--- src/sv/mou_pkg.sv ---
// ----------------------------------------------------------------------------
// mou_pkg
// Widths and reset constants shared by the multiplicative order unit.
// ----------------------------------------------------------------------------
package mou_pkg;

  localparam int MOD_BITS = 31;
  localparam int D_BITS = (MOD_BITS + 1) / 2 + 1;
  localparam int CNT_BITS = $clog2(MOD_BITS);
  localparam logic [MOD_BITS-1:0] BASE_RESET = MOD_BITS'(10);

endpackage

--- src/sv/multiplicative_order_unit.sv ---
// ----------------------------------------------------------------------------
// multiplicative_order_unit
// Euler totient of a modulus and multiplicative order of a base modulo it.
// ----------------------------------------------------------------------------
//  channel   ports                         transaction at
//  command   start, busy, modulus          start && !busy
//  result    done, order, phi              done (one cycle)
//  config    wr_en, wr_data                wr_en
//
//  One transaction's length is data dependent, shortest for moduli below
//  two: every trial divisor costs one pass of the shared restoring divider,
//  and every exponent bit costs one or two shift-add modular multiplies.
//  busy stays high from the accepted command until the result cycle ends.
//  Reset is synchronous; it returns base to 10 and the sequencer to idle.
//  The result is shown for one cycle and cannot be held off.
// ----------------------------------------------------------------------------
module multiplicative_order_unit
  import mou_pkg::*;
(
  input  logic                clk,
  input  logic                rst,
  input  logic                start,
  output logic                busy,
  input  logic [MOD_BITS-1:0] modulus,
  output logic                done,
  output logic [MOD_BITS-1:0] order,
  output logic [MOD_BITS-1:0] phi,
  input  logic                wr_en,
  input  logic [MOD_BITS-1:0] wr_data
);

  localparam int W = MOD_BITS;

  localparam logic [4:0] S_IDLE  = 5'd0;
  localparam logic [4:0] T_SQ    = 5'd1;
  localparam logic [4:0] T_CHK   = 5'd2;
  localparam logic [4:0] T_R1    = 5'd3;
  localparam logic [4:0] T_AM    = 5'd4;
  localparam logic [4:0] T_AW    = 5'd5;
  localparam logic [4:0] T_ST    = 5'd6;
  localparam logic [4:0] T_TAIL  = 5'd7;
  localparam logic [4:0] T_TM    = 5'd8;
  localparam logic [4:0] T_TW    = 5'd9;
  localparam logic [4:0] O_INIT  = 5'd10;
  localparam logic [4:0] R_INIT  = 5'd11;
  localparam logic [4:0] R_SQ    = 5'd12;
  localparam logic [4:0] R_CHK   = 5'd13;
  localparam logic [4:0] R_R1    = 5'd14;
  localparam logic [4:0] R_PW    = 5'd15;
  localparam logic [4:0] P_START = 5'd16;
  localparam logic [4:0] P_INIT  = 5'd17;
  localparam logic [4:0] P_LOOP  = 5'd18;
  localparam logic [4:0] P_SQ1   = 5'd19;
  localparam logic [4:0] P_SQ    = 5'd20;
  localparam logic [4:0] P_SQW   = 5'd21;
  localparam logic [4:0] R_PC    = 5'd22;
  localparam logic [4:0] R_ST    = 5'd23;
  localparam logic [4:0] R_TAIL  = 5'd24;
  localparam logic [4:0] R_TPW   = 5'd25;
  localparam logic [4:0] R_TC    = 5'd26;
  localparam logic [4:0] R_END   = 5'd27;
  localparam logic [4:0] S_DONE  = 5'd28;
  localparam logic [4:0] S_DIV   = 5'd29;
  localparam logic [4:0] S_MM    = 5'd30;

  localparam logic [W-1:0] ONE = W'(1);

  logic [4:0]          state;
  logic [4:0]          ret;
  logic [W-1:0]        base;
  logic [W-1:0]        n;
  logic [W-1:0]        rest;
  logic [W-1:0]        acc;
  logic [W-1:0]        phi_r;
  logic [W-1:0]        t;
  logic [W-1:0]        pick;
  logic [W-1:0]        cand;
  logic [W-1:0]        e;
  logic                tail;
  logic [D_BITS-1:0]   d;
  logic [W-1:0]        pacc;
  logic [W-1:0]        pb;
  logic [2*W-1:0]      prod;
  logic [W-1:0]        dq;
  logic [W-1:0]        dr;
  logic [W-1:0]        dd;
  logic [CNT_BITS-1:0] cnt;
  logic [W-1:0]        mr;
  logic [W-1:0]        ma;
  logic [W-1:0]        mb;

  logic [W-1:0]        dw;
  logic [W-1:0]        mul_a;
  logic [W-1:0]        mul_b;
  logic [W:0]          trial;
  logic                tbit;
  logic [W-1:0]        dr_next;
  logic [W:0]          r2;
  logic [W:0]          r2m;
  logic [W:0]          r3;
  logic [W:0]          r3m;

  assign dw = {{(W-D_BITS){1'b0}}, d};

  always_comb begin
    mul_a = '0;
    mul_b = '0;
    case (state)
      T_SQ, R_SQ: begin
        mul_a = dw;
        mul_b = dw;
      end
      T_AM: begin
        mul_a = dq;
        mul_b = dw - ONE;
      end
      T_TM: begin
        mul_a = dq;
        mul_b = rest - ONE;
      end
      default: begin
        mul_a = '0;
        mul_b = '0;
      end
    endcase
  end

  always_comb begin
    trial = {dr, dq[W-1]};
    tbit = trial >= {1'b0, dd};
    dr_next = tbit ? W'(trial - {1'b0, dd}) : trial[W-1:0];
  end

  always_comb begin
    r2 = {mr, 1'b0};
    r2m = (r2 >= {1'b0, n}) ? r2 - {1'b0, n} : r2;
    r3 = r2m + (ma[W-1] ? {1'b0, mb} : '0);
    r3m = (r3 >= {1'b0, n}) ? r3 - {1'b0, n} : r3;
  end

  always_ff @(posedge clk) begin
    if (rst) begin
      state <= S_IDLE;
      ret <= S_IDLE;
      base <= BASE_RESET;
    end else begin
      if (wr_en) begin
        base <= wr_data;
      end
      case (state)
        S_IDLE: begin
          if (start) begin
            n <= modulus;
            rest <= modulus;
            acc <= modulus;
            d <= D_BITS'(2);
            state <= T_SQ;
          end
        end
        T_SQ: begin
          prod <= {{W{1'b0}}, mul_a} * {{W{1'b0}}, mul_b};
          state <= T_CHK;
        end
        T_CHK: begin
          if (prod > {{W{1'b0}}, rest}) begin
            state <= T_TAIL;
          end else begin
            dq <= rest; dr <= '0; dd <= dw; cnt <= CNT_BITS'(W - 1);
            ret <= T_R1; state <= S_DIV;
          end
        end
        T_R1: begin
          if (dr == '0) begin
            dq <= acc; dr <= '0; dd <= dw; cnt <= CNT_BITS'(W - 1);
            ret <= T_AM; state <= S_DIV;
          end else begin
            d <= d + 1'b1;
            state <= T_SQ;
          end
        end
        T_AM: begin
          prod <= {{W{1'b0}}, mul_a} * {{W{1'b0}}, mul_b};
          state <= T_AW;
        end
        T_AW: begin
          acc <= prod[W-1:0];
          dq <= rest; dr <= '0; dd <= dw; cnt <= CNT_BITS'(W - 1);
          ret <= T_ST; state <= S_DIV;
        end
        T_ST: begin
          if (dr == '0) begin
            rest <= dq;
            dr <= '0; dd <= dw; cnt <= CNT_BITS'(W - 1);
            ret <= T_ST; state <= S_DIV;
          end else begin
            d <= d + 1'b1;
            state <= T_SQ;
          end
        end
        T_TAIL: begin
          if (rest > ONE) begin
            dq <= acc; dr <= '0; dd <= rest; cnt <= CNT_BITS'(W - 1);
            ret <= T_TM; state <= S_DIV;
          end else begin
            state <= O_INIT;
          end
        end
        T_TM: begin
          prod <= {{W{1'b0}}, mul_a} * {{W{1'b0}}, mul_b};
          state <= T_TW;
        end
        T_TW: begin
          acc <= prod[W-1:0];
          state <= O_INIT;
        end
        O_INIT: begin
          phi_r <= acc;
          t <= acc;
          state <= (n > ONE) ? R_INIT : S_DONE;
        end
        R_INIT: begin
          rest <= t;
          pick <= t;
          d <= D_BITS'(2);
          state <= R_SQ;
        end
        R_SQ: begin
          prod <= {{W{1'b0}}, mul_a} * {{W{1'b0}}, mul_b};
          state <= R_CHK;
        end
        R_CHK: begin
          if (prod > {{W{1'b0}}, rest}) begin
            state <= R_TAIL;
          end else begin
            dq <= rest; dr <= '0; dd <= dw; cnt <= CNT_BITS'(W - 1);
            ret <= R_R1; state <= S_DIV;
          end
        end
        R_R1: begin
          if (dr == '0) begin
            dq <= t; dr <= '0; dd <= dw; cnt <= CNT_BITS'(W - 1);
            ret <= R_PW; state <= S_DIV;
          end else begin
            d <= d + 1'b1;
            state <= R_SQ;
          end
        end
        R_PW: begin
          cand <= dq;
          e <= dq;
          tail <= 1'b0;
          state <= P_START;
        end
        P_START: begin
          dq <= base; dr <= '0; dd <= n; cnt <= CNT_BITS'(W - 1);
          ret <= P_INIT; state <= S_DIV;
        end
        P_INIT: begin
          pb <= dr;
          pacc <= ONE;
          state <= P_LOOP;
        end
        P_LOOP: begin
          if (e == '0) begin
            state <= tail ? R_TC : R_PC;
          end else if (e[0]) begin
            mr <= '0; ma <= pacc; mb <= pb; cnt <= CNT_BITS'(W - 1);
            ret <= P_SQ1; state <= S_MM;
          end else begin
            state <= P_SQ;
          end
        end
        P_SQ1: begin
          pacc <= mr;
          state <= P_SQ;
        end
        P_SQ: begin
          mr <= '0; ma <= pb; mb <= pb; cnt <= CNT_BITS'(W - 1);
          ret <= P_SQW; state <= S_MM;
        end
        P_SQW: begin
          pb <= mr;
          e <= e >> 1;
          state <= P_LOOP;
        end
        R_PC: begin
          if (pacc == ONE) begin
            pick <= cand;
          end
          dq <= rest; dr <= '0; dd <= dw; cnt <= CNT_BITS'(W - 1);
          ret <= R_ST; state <= S_DIV;
        end
        R_ST: begin
          if (dr == '0) begin
            rest <= dq;
            dr <= '0; dd <= dw; cnt <= CNT_BITS'(W - 1);
            ret <= R_ST; state <= S_DIV;
          end else begin
            d <= d + 1'b1;
            state <= R_SQ;
          end
        end
        R_TAIL: begin
          if (rest > ONE) begin
            dq <= t; dr <= '0; dd <= rest; cnt <= CNT_BITS'(W - 1);
            ret <= R_TPW; state <= S_DIV;
          end else begin
            state <= R_END;
          end
        end
        R_TPW: begin
          cand <= dq;
          e <= dq;
          tail <= 1'b1;
          state <= P_START;
        end
        R_TC: begin
          if (pacc == ONE) begin
            pick <= cand;
          end
          state <= R_END;
        end
        R_END: begin
          if (pick == t) begin
            state <= S_DONE;
          end else begin
            t <= pick;
            state <= R_INIT;
          end
        end
        S_DONE: begin
          state <= S_IDLE;
        end
        S_DIV: begin
          dr <= dr_next;
          dq <= {dq[W-2:0], tbit};
          cnt <= cnt - 1'b1;
          if (cnt == '0) begin
            state <= ret;
          end
        end
        S_MM: begin
          mr <= r3m[W-1:0];
          ma <= ma << 1;
          cnt <= cnt - 1'b1;
          if (cnt == '0) begin
            state <= ret;
          end
        end
        default: begin
          state <= S_IDLE;
        end
      endcase
    end
  end

  assign busy = (state != S_IDLE);
  assign done = (state == S_DONE);
  assign order = t;
  assign phi = phi_r;

  a_accept_busy: assert property (@(posedge clk) disable iff (rst)
    start && !busy |=> busy) else $error("accepted command did not raise busy");

  a_done_idle: assert property (@(posedge clk) disable iff (rst)
    done |=> !busy) else $error("sequencer not idle after result");

  a_order_le_phi: assert property (@(posedge clk) disable iff (rst)
    done |-> order <= phi) else $error("order exceeds totient");

endmodule
--- config.mk ---
export PLATFORM = sky130hd
export DESIGN_NAME = multiplicative_order_unit
export DESIGN_NICKNAME = d
export VERILOG_FILES = /design/src/sv/mou_pkg.sv /design/src/sv/multiplicative_order_unit.sv
export SDC_FILE = /design/constraint.sdc
export NUM_CORES = 2
export LEC_CHECK = 0
export ABC_CLOCK_PERIOD_IN_PS = 10800
export BUFFER_PORTS_ARGS = -buffer_cell sky130_fd_sc_hd__buf_2
export CAP_MARGIN = 40
export CORE_AREA = 4 4 384 386
export CTS_CLUSTER_SIZE = 30
export DETAILED_ROUTE_END_ITERATION = 8
export DIE_AREA = 0 0 388 390
export GPL_ROUTABILITY_DRIVEN = 0
export PLACE_DENSITY = 0.68
export SLEW_MARGIN = 40
export SYNTH_ARGS = -nofsm -noshare
export SYNTH_HDL_FRONTEND = slang
export SYNTH_SLANG_ARGS = --single-unit
--- constraint.sdc ---
create_clock -name clk -period 10.8 [get_ports clk]
set_input_delay 3.24 -clock clk [delete_from_list [all_inputs] [get_ports clk]]
set_output_delay 3.24 -clock clk [all_outputs]
set_load 0.05 [all_outputs]
Yosys cells after proc, flatten, opt, wreduce, memory -nomap -nowiden
Cells that the tools add are included.
Operators by class
  add/sub/neg operators: 8
  multipliers: 1
  $lt $le $gt $ge: 6
  eq/ne operators: 51
  mux-type cells: 75
  bitwise operators: 1
  reductions and logical operators: 59
Operators with widths (count)
  $mux 31: 24
  $pmux 31 s2: 8
  $pmux 31 s3: 4
  $pmux 31 s5: 2
  $pmux 31 s8: 1
  $mux 5: 23
  $pmux 5 s23: 1
  $ge 32x31->1: 3
  $eq 5x5->1 const B: 15
  $pmux 5 s13: 1
  $gt 31x1->1 const B: 2
  $gt 62x31->1: 1
  $logic_not 31->1: 2
  $mul 31x31->62: 1
  $sub 31x31->31: 2
  $pmux 17 s3: 1
  $eq 5x4->1 const B: 8
  $mux 17: 2
  $add 32x31->32: 1
  $mux 32: 1
  $sub 32x31->32: 1
  $eq 31x1->1 const B: 1
  $eq 31x31->1: 1
  $sub 31x1->31 const B: 1
  29 further kinds: 94
Word-level totals
  bits in registers: 622
  input port bits: 66
  output and inout port bits: 64
  word-level logic and storage cells: 224

Longest topological paths before layout
  depth in word-level cells: 6
  gate-level depth with buffers: 39

Least setup slack after synthesis
Ideal clock, no wire load.
  kind: reg2reg
  start: reg d[0]
  end: reg prod[61], data pin
  arrival: 9.059 ns
  data required time: 10.540 ns
  slack: 1.481 ns
  stages on the path, launching flop included: 36
  buffers on the path: 5
  period minus slack after synthesis: 9.319 ns
  path through: edfxtp_1 -> buf_2 -> or3_1 -> or3_1 -> nor2_1 -> nand2_1 -> nor2_1 -> nand2_1 -> or2_1 -> clkbuf_1 -> clkbuf_1 -> o21ai_1 -> buf_2 -> nand2_1 -> fa_1 -> fa_1 -> inv_1 -> fa_1 -> inv_1 -> fa_1 -> inv_1 -> fa_1 -> fa_1 -> fa_1 -> fa_1 -> ha_1 -> clkbuf_1 -> nand4_1 -> or3_1 -> a31o_2 -> a311o_1 -> a21oi_1 -> a311o_1 -> a221o_1 -> a21oi_1 -> xnor2_1
On the way
  cells in the longest elaborated chain, start to end: 3
RTL lines
  from (decl): RTL line multiplicative_order_unit.sv:80  | logic [D_BITS-1:0] d;
  from (signal assigned): RTL line multiplicative_order_unit.sv:177  | d <= d + 1'b1;
  from (signal assigned): RTL line multiplicative_order_unit.sv:196  | d <= d + 1'b1;
  from (signal assigned): RTL line multiplicative_order_unit.sv:244  | d <= d + 1'b1;
  $sub 17x1->18: RTL line multiplicative_order_unit.sv:115  | mul_b = dw - ONE;
  $pmux 31 s3: RTL line multiplicative_order_unit.sv:108  | case (state)
  $mul 31x31->62 *
  to (signal assigned): RTL line multiplicative_order_unit.sv:161  | prod <= {{W{1'b0}}, mul_a} * {{W{1'b0}}, mul_b};
  to (signal assigned): RTL line multiplicative_order_unit.sv:182  | prod <= {{W{1'b0}}, mul_a} * {{W{1'b0}}, mul_b};
  to (signal assigned): RTL line multiplicative_order_unit.sv:209  | prod <= {{W{1'b0}}, mul_a} * {{W{1'b0}}, mul_b};
  to (decl): RTL line multiplicative_order_unit.sv:83  | logic [2*W-1:0] prod;
Every way passes the cells marked *; elsewhere a longest branch is shown, timed or not.
A chain may end at the register's enable or synchronous reset.

Worst setup path in the final report
  start: reg state[3]
  end: reg prod[60], data pin
On the way
  cells in the longest elaborated chain, start to end: 4
RTL lines
  from (decl): RTL line multiplicative_order_unit.sv:68  | logic [4:0] state;
  from (signal assigned): RTL line multiplicative_order_unit.sv:219  | state <= (n > ONE) ? R_INIT : S_DONE;
  $eq 5x4->1, or another cell as far along: RTL line multiplicative_order_unit.sv:108, multiplicative_order_unit.sv:150
  $reduce_or 2->1, on equally long branches
  $pmux 31 s3 / $pmux 31 s2 (equally long branches): RTL line multiplicative_order_unit.sv:108
  $mul 31x31->62 *
Marked as above.

==> summary.md <==
| Metric | Value |
|---|---|
| Switch Pwr | 5.97 mW |
| Total global routing track utilization | 30.1% |
| Sum of net half-perimeters after detailed placement | 181 mm |
| CTS tree | built |
| Synth Warn # | 0 |
| Library cell with the largest summed area after synthesis | sky130_fd_sc_hd__edfxtp_1 |
| Register area | 18,300 um^2 |
| Number of flops mapped to enable cells by yosys | 581 |
| Core Footprint | 143,000 um^2 |
| Crit-path slowest cell | sky130_fd_sc_hd__a22o_1 |
| Detailed-routing iteration count for the pre-antenna-repair pass | 9 |
| I/O pin cnt | 130 |
| Number of H-tree branching levels | 2 |
| Clk pwr share | 17.7% |
| Cell-internal power | 6.51 mW |
| Number of antenna violations at the first check in global routing | 13 |
| Die extent in x | 388 um |
| Number of hold violations in the final report | 0 |
| Worst setup path category | flip-flop to flip-flop |
| Setup TNS Final | 0 ps |
| Post-synthesis compound-gate area fraction | 9.92% |
| Mean Syn Cell Area | 9.61 um^2 |
| Vias/cell | 6.06 |
| Peak VDD IR | 0.191 mV |
| Final standard cell area without fillers | 71,500 um^2 |
| Xor/xnor share of the synthesized area | 3.16% |
| Failing checks | design-rule violations |
| Total number of clock tree sinks | 622 |
| Max reg flops | 62 |
| Total overflow reported by the global router | 0 |
| Number of nets with antenna violations after routing | 0 |
| Total power divided by cell area | 174 nW/um^2 |
| Dpl cell area | 69,500 um^2 |
| Fraction of final layout cells with drive strength greater than 1 | 9.93% |
| Count of buffer and inverter cells on the critical path | 7 |
| Critical Path Max Stage Delay | 690 ps |
| Rows | 139 |
| Post-synthesis mux area share | 3.61% |
| Period Utilization, post-route | 95.9% |
| Outcome | finished with violations |
| Setup clock skew after layout | 36.1 ps |
| Quantity of I/O buffers inserted on ports | 129 |
| Area growth, synth to finish | 8.43% |
| Area of the multi-input gates | 42,900 um^2 |
| Flop and latch count out of synthesis | 622 |
| Setup repair after global routing missed its margin | no |
| CTS clk-pin slew, worst paths | 80 ps |
| Arrival time worst endpoint | 10,740 ps |
| Fraction of registers with async set or reset after synthesis | 0% |
| Cell count after synthesis | 6,863 |
| First-pass GRT wire length | 343 mm |
| Hold Crit Class | flip-flop to flip-flop |
| CP endpoint kind | flip-flop |
| Dominant combinational cell family by area after synthesis | adder cells |
| Family of cells with the greatest summed delay on the critical path | adder cells |
| Largest fanout on the critical path | 23 |
| Max-cap viol count | 0 |
| Time the worst path needs with I/O delays and setup | 10,360 ps |
| Total wire length | 231 mm |
| Slew at the pin closest to its max-slew limit | 957 ps |
| Vias | 53,600 |
| Adder-cell share of the synthesized area | 33.4% |
| Max Buffers Root-to-Sink | 3 |
| Number of global-route vias before repair | 53,300 |
| Power share of the combinational group | 54.0% |
| Violation count after the first detailed-routing iteration | 7,153 |
| Portion of the post-synthesis area used by sequential elements | 27.7% |
| Number of buffers added for setup after CTS | 0 |
| Worst slew margin | 36.2% |
| Req. time, crit path | 11,180 ps |
| Starting density of the core | 46.0% |
| Worst Hold Slack | 448 ps |
| Final setup violating endpoints | 0 |
| Final number of max-transition violations | 0 |
| Maximum number of pins on one net before global-route repair | 63 |
| Die span in y | 390 um |
| Cts bufs inserted | 60 |
| Maximum frequency from static timing analysis | 96.5 MHz |
| Part of the total power dissipated in sequential elements | 28.3% |
| Standby leakage power | 31.5 nW |
| DRC violations left | 4 |
| Biggest area contributors in the synthesized netlist | sky130_fd_sc_hd__edfxtp_1 (26%), sky130_fd_sc_hd__fa_1 (26%), sky130_fd_sc_hd__ha_1 (7.9%) |
| Top register by number of flip-flops | prod |
| Net Sw Frac | 47.9% |
| Layout filler cell count | 13,000 |
| Portion of synthesized cell area occupied by the leading cell type | 26.4% |
| Syn Std Cell Area | 66,000 um^2 |
| Top_reg_cell synth | sky130_fd_sc_hd__edfxtp_1 |
| Average detailed-routed wire length per instance | 26.1 um |
| Post-Syn Nets | 8,185 |
| Netlist cell types | 93 |
| Post-synthesis share of cell area spent on and, or, nand and nor gates | 14.2% |
| Final-stage net count | 8,212 |
| Root buffer cell | sky130_fd_sc_hd__clkbuf_16 |
| Skew-Pair Late Insertion Delay | 670 ps |
| Critical path startpoint category | flip-flop |
| Area of the die | 151,000 um^2 |
| Most common cell type on the critical path | sky130_fd_sc_hd__fa_1 |
-- final timing paths --
check / from / to / slack [ps] / depth (start not counted)
hold reg to reg: pb[2] / mb[2] / 450 / 0
hold / removal: pb[2] / mb[2] / 450 / 0
setup reg to reg: state[3] / prod[60] / 440 / 30
setup / recovery: state[3] / prod[60] / 440 / 30
-- metal layers --
metal / wire length (um) / vias up / track usage, % / part of all wire (%)
met5: 52 / - / 0 / 0.023
met4: 17400 / 8 / 17.8 / 7.5
met3: 29800 / 847 / 8.40 / 13
met2: 99500 / 3762 / 45.4 / 43
met1: 84200 / 26300 / 38.9 / 36
li1: - / 22700 / - / -
-- layout by cell type (no fill, tap or decap), types with 26 or more instances in the layout --
cell type	n
sky130_fd_sc_hd__a211oi_1	36
sky130_fd_sc_hd__a21o_1	94
sky130_fd_sc_hd__a21oi_1	227
sky130_fd_sc_hd__a222oi_1	31
sky130_fd_sc_hd__a22o_1	30
sky130_fd_sc_hd__a22oi_1	97
sky130_fd_sc_hd__and2_1	113
sky130_fd_sc_hd__and3_1	27
sky130_fd_sc_hd__buf_2	130
sky130_fd_sc_hd__buf_4	178
sky130_fd_sc_hd__clkbuf_16	61
sky130_fd_sc_hd__dfxtp_1	41
sky130_fd_sc_hd__edfxtp_1	581
sky130_fd_sc_hd__fa_1	841
sky130_fd_sc_hd__ha_1	415
sky130_fd_sc_hd__inv_1	1036
sky130_fd_sc_hd__mux2_2	158
sky130_fd_sc_hd__mux2i_1	60
sky130_fd_sc_hd__nand2_1	1020
sky130_fd_sc_hd__nand3_1	111
sky130_fd_sc_hd__nand4_1	64
sky130_fd_sc_hd__nor2_1	581
sky130_fd_sc_hd__nor2b_1	28
sky130_fd_sc_hd__nor3_1	54
sky130_fd_sc_hd__nor4_1	51
sky130_fd_sc_hd__o21a_1	33
sky130_fd_sc_hd__o21ai_0	160
sky130_fd_sc_hd__o31ai_1	26
sky130_fd_sc_hd__xnor2_1	141
sky130_fd_sc_hd__xor2_1	89
-- worst register-to-register path, delay by kind of cell, from the launching register on --
| family | cells | cell delay, ps |
|---|---|---|
| compound gates | 8 | 2910 |
| flops | 1 | 390 |
| buf+inv | 7 | 1160 |
| simple gates | 6 | 1380 |
| fa+ha+maj | 9 | 4240 |
-- cell type report --
cell class | count | area share [%]
Multi-Input combinational cell | 4852 | 59.9
Timing Repair Buffer | 317 | 2.97
Inverter | 1037 | 5.44
Antenna cell | 9 | 0.0315
Tap cell | 1903 | 3.33
Sequential cell | 622 | 25.5
Clock inverter | 40 | 0.553
Clock buffer | 72 | 2.23
-- synthesized netlist by cell type, drive strengths merged (8+ instances only) --
| cell type | instances |
|---|---|
| inv | 1036 |
| nand2 | 1026 |
| fa | 841 |
| nor2 | 596 |
| edfxtp | 581 |
| ha | 415 |
| clkbuf | 314 |
| a21oi | 232 |
| o21ai | 189 |
| mux2 | 158 |
| xnor2 | 143 |
| and2 | 120 |
| nand3 | 113 |
| a21o | 99 |
| a22oi | 97 |
| xor2 | 90 |
| nand4 | 64 |
| nor3 | 61 |
| mux2i | 60 |
| nor4 | 57 |
| dfxtp | 41 |
| o21a | 40 |
| a211oi | 39 |
| buf | 37 |
| a222oi | 31 |
| a22o | 31 |
| and3 | 28 |
| nor2b | 28 |
| o31ai | 26 |
| a31oi | 24 |
| nand2b | 24 |
| o211ai | 24 |
| o21bai | 19 |
| a21boi | 15 |
| or3 | 15 |
| or2 | 14 |
| o221ai | 8 |
-- timing repair --
item	CTS	global route
hold buffers	0	0
resized for setup	0	6
endpoints found under the setup margin	0	7
-- through the flow --
stage,utilization [%],worst slack (ps),power (mW),cells
floorplan,-,1480,7.54,6863
global placement,48.3,459,9.80,8722
detailed placement,48.4,328,9.96,8731
CTS,49.8,316,12.2,8843
global route,49.9,4.50,13.1,8848
finish,49.9,438,12.5,8852
-- cell families (layout without fill, tap and decap cells) --
| logic type | count (synthesis) | in the layout |
|---|---|---|
| AND/OR/NAND/NOR | 2173 | 2173 |
| XOR/XNOR | 233 | 233 |
| multiplexers | 218 | 218 |
| other | 0 | 9 |
| flip-flops | 622 | 622 |
| adder cells (fa/ha/maj) | 1256 | 1256 |
| buffers and inverters | 1389 | 1466 |
| AO/OA/AOI/OAI | 972 | 972 |
-- power groups by stage --
stage	Clock [mW]	Sequential, mW	Combinational, mW
2_1_floorplan	0	3.29	4.25
5_1_grt	2.32	3.53	7.22
4_1_cts	2.22	3.49	6.47
3_5_place_dp	0	3.54	6.42
3_3_place_gp	0	3.54	6.26
6_report	2.21	3.53	6.73
Power figures use the tool's default switching activity.
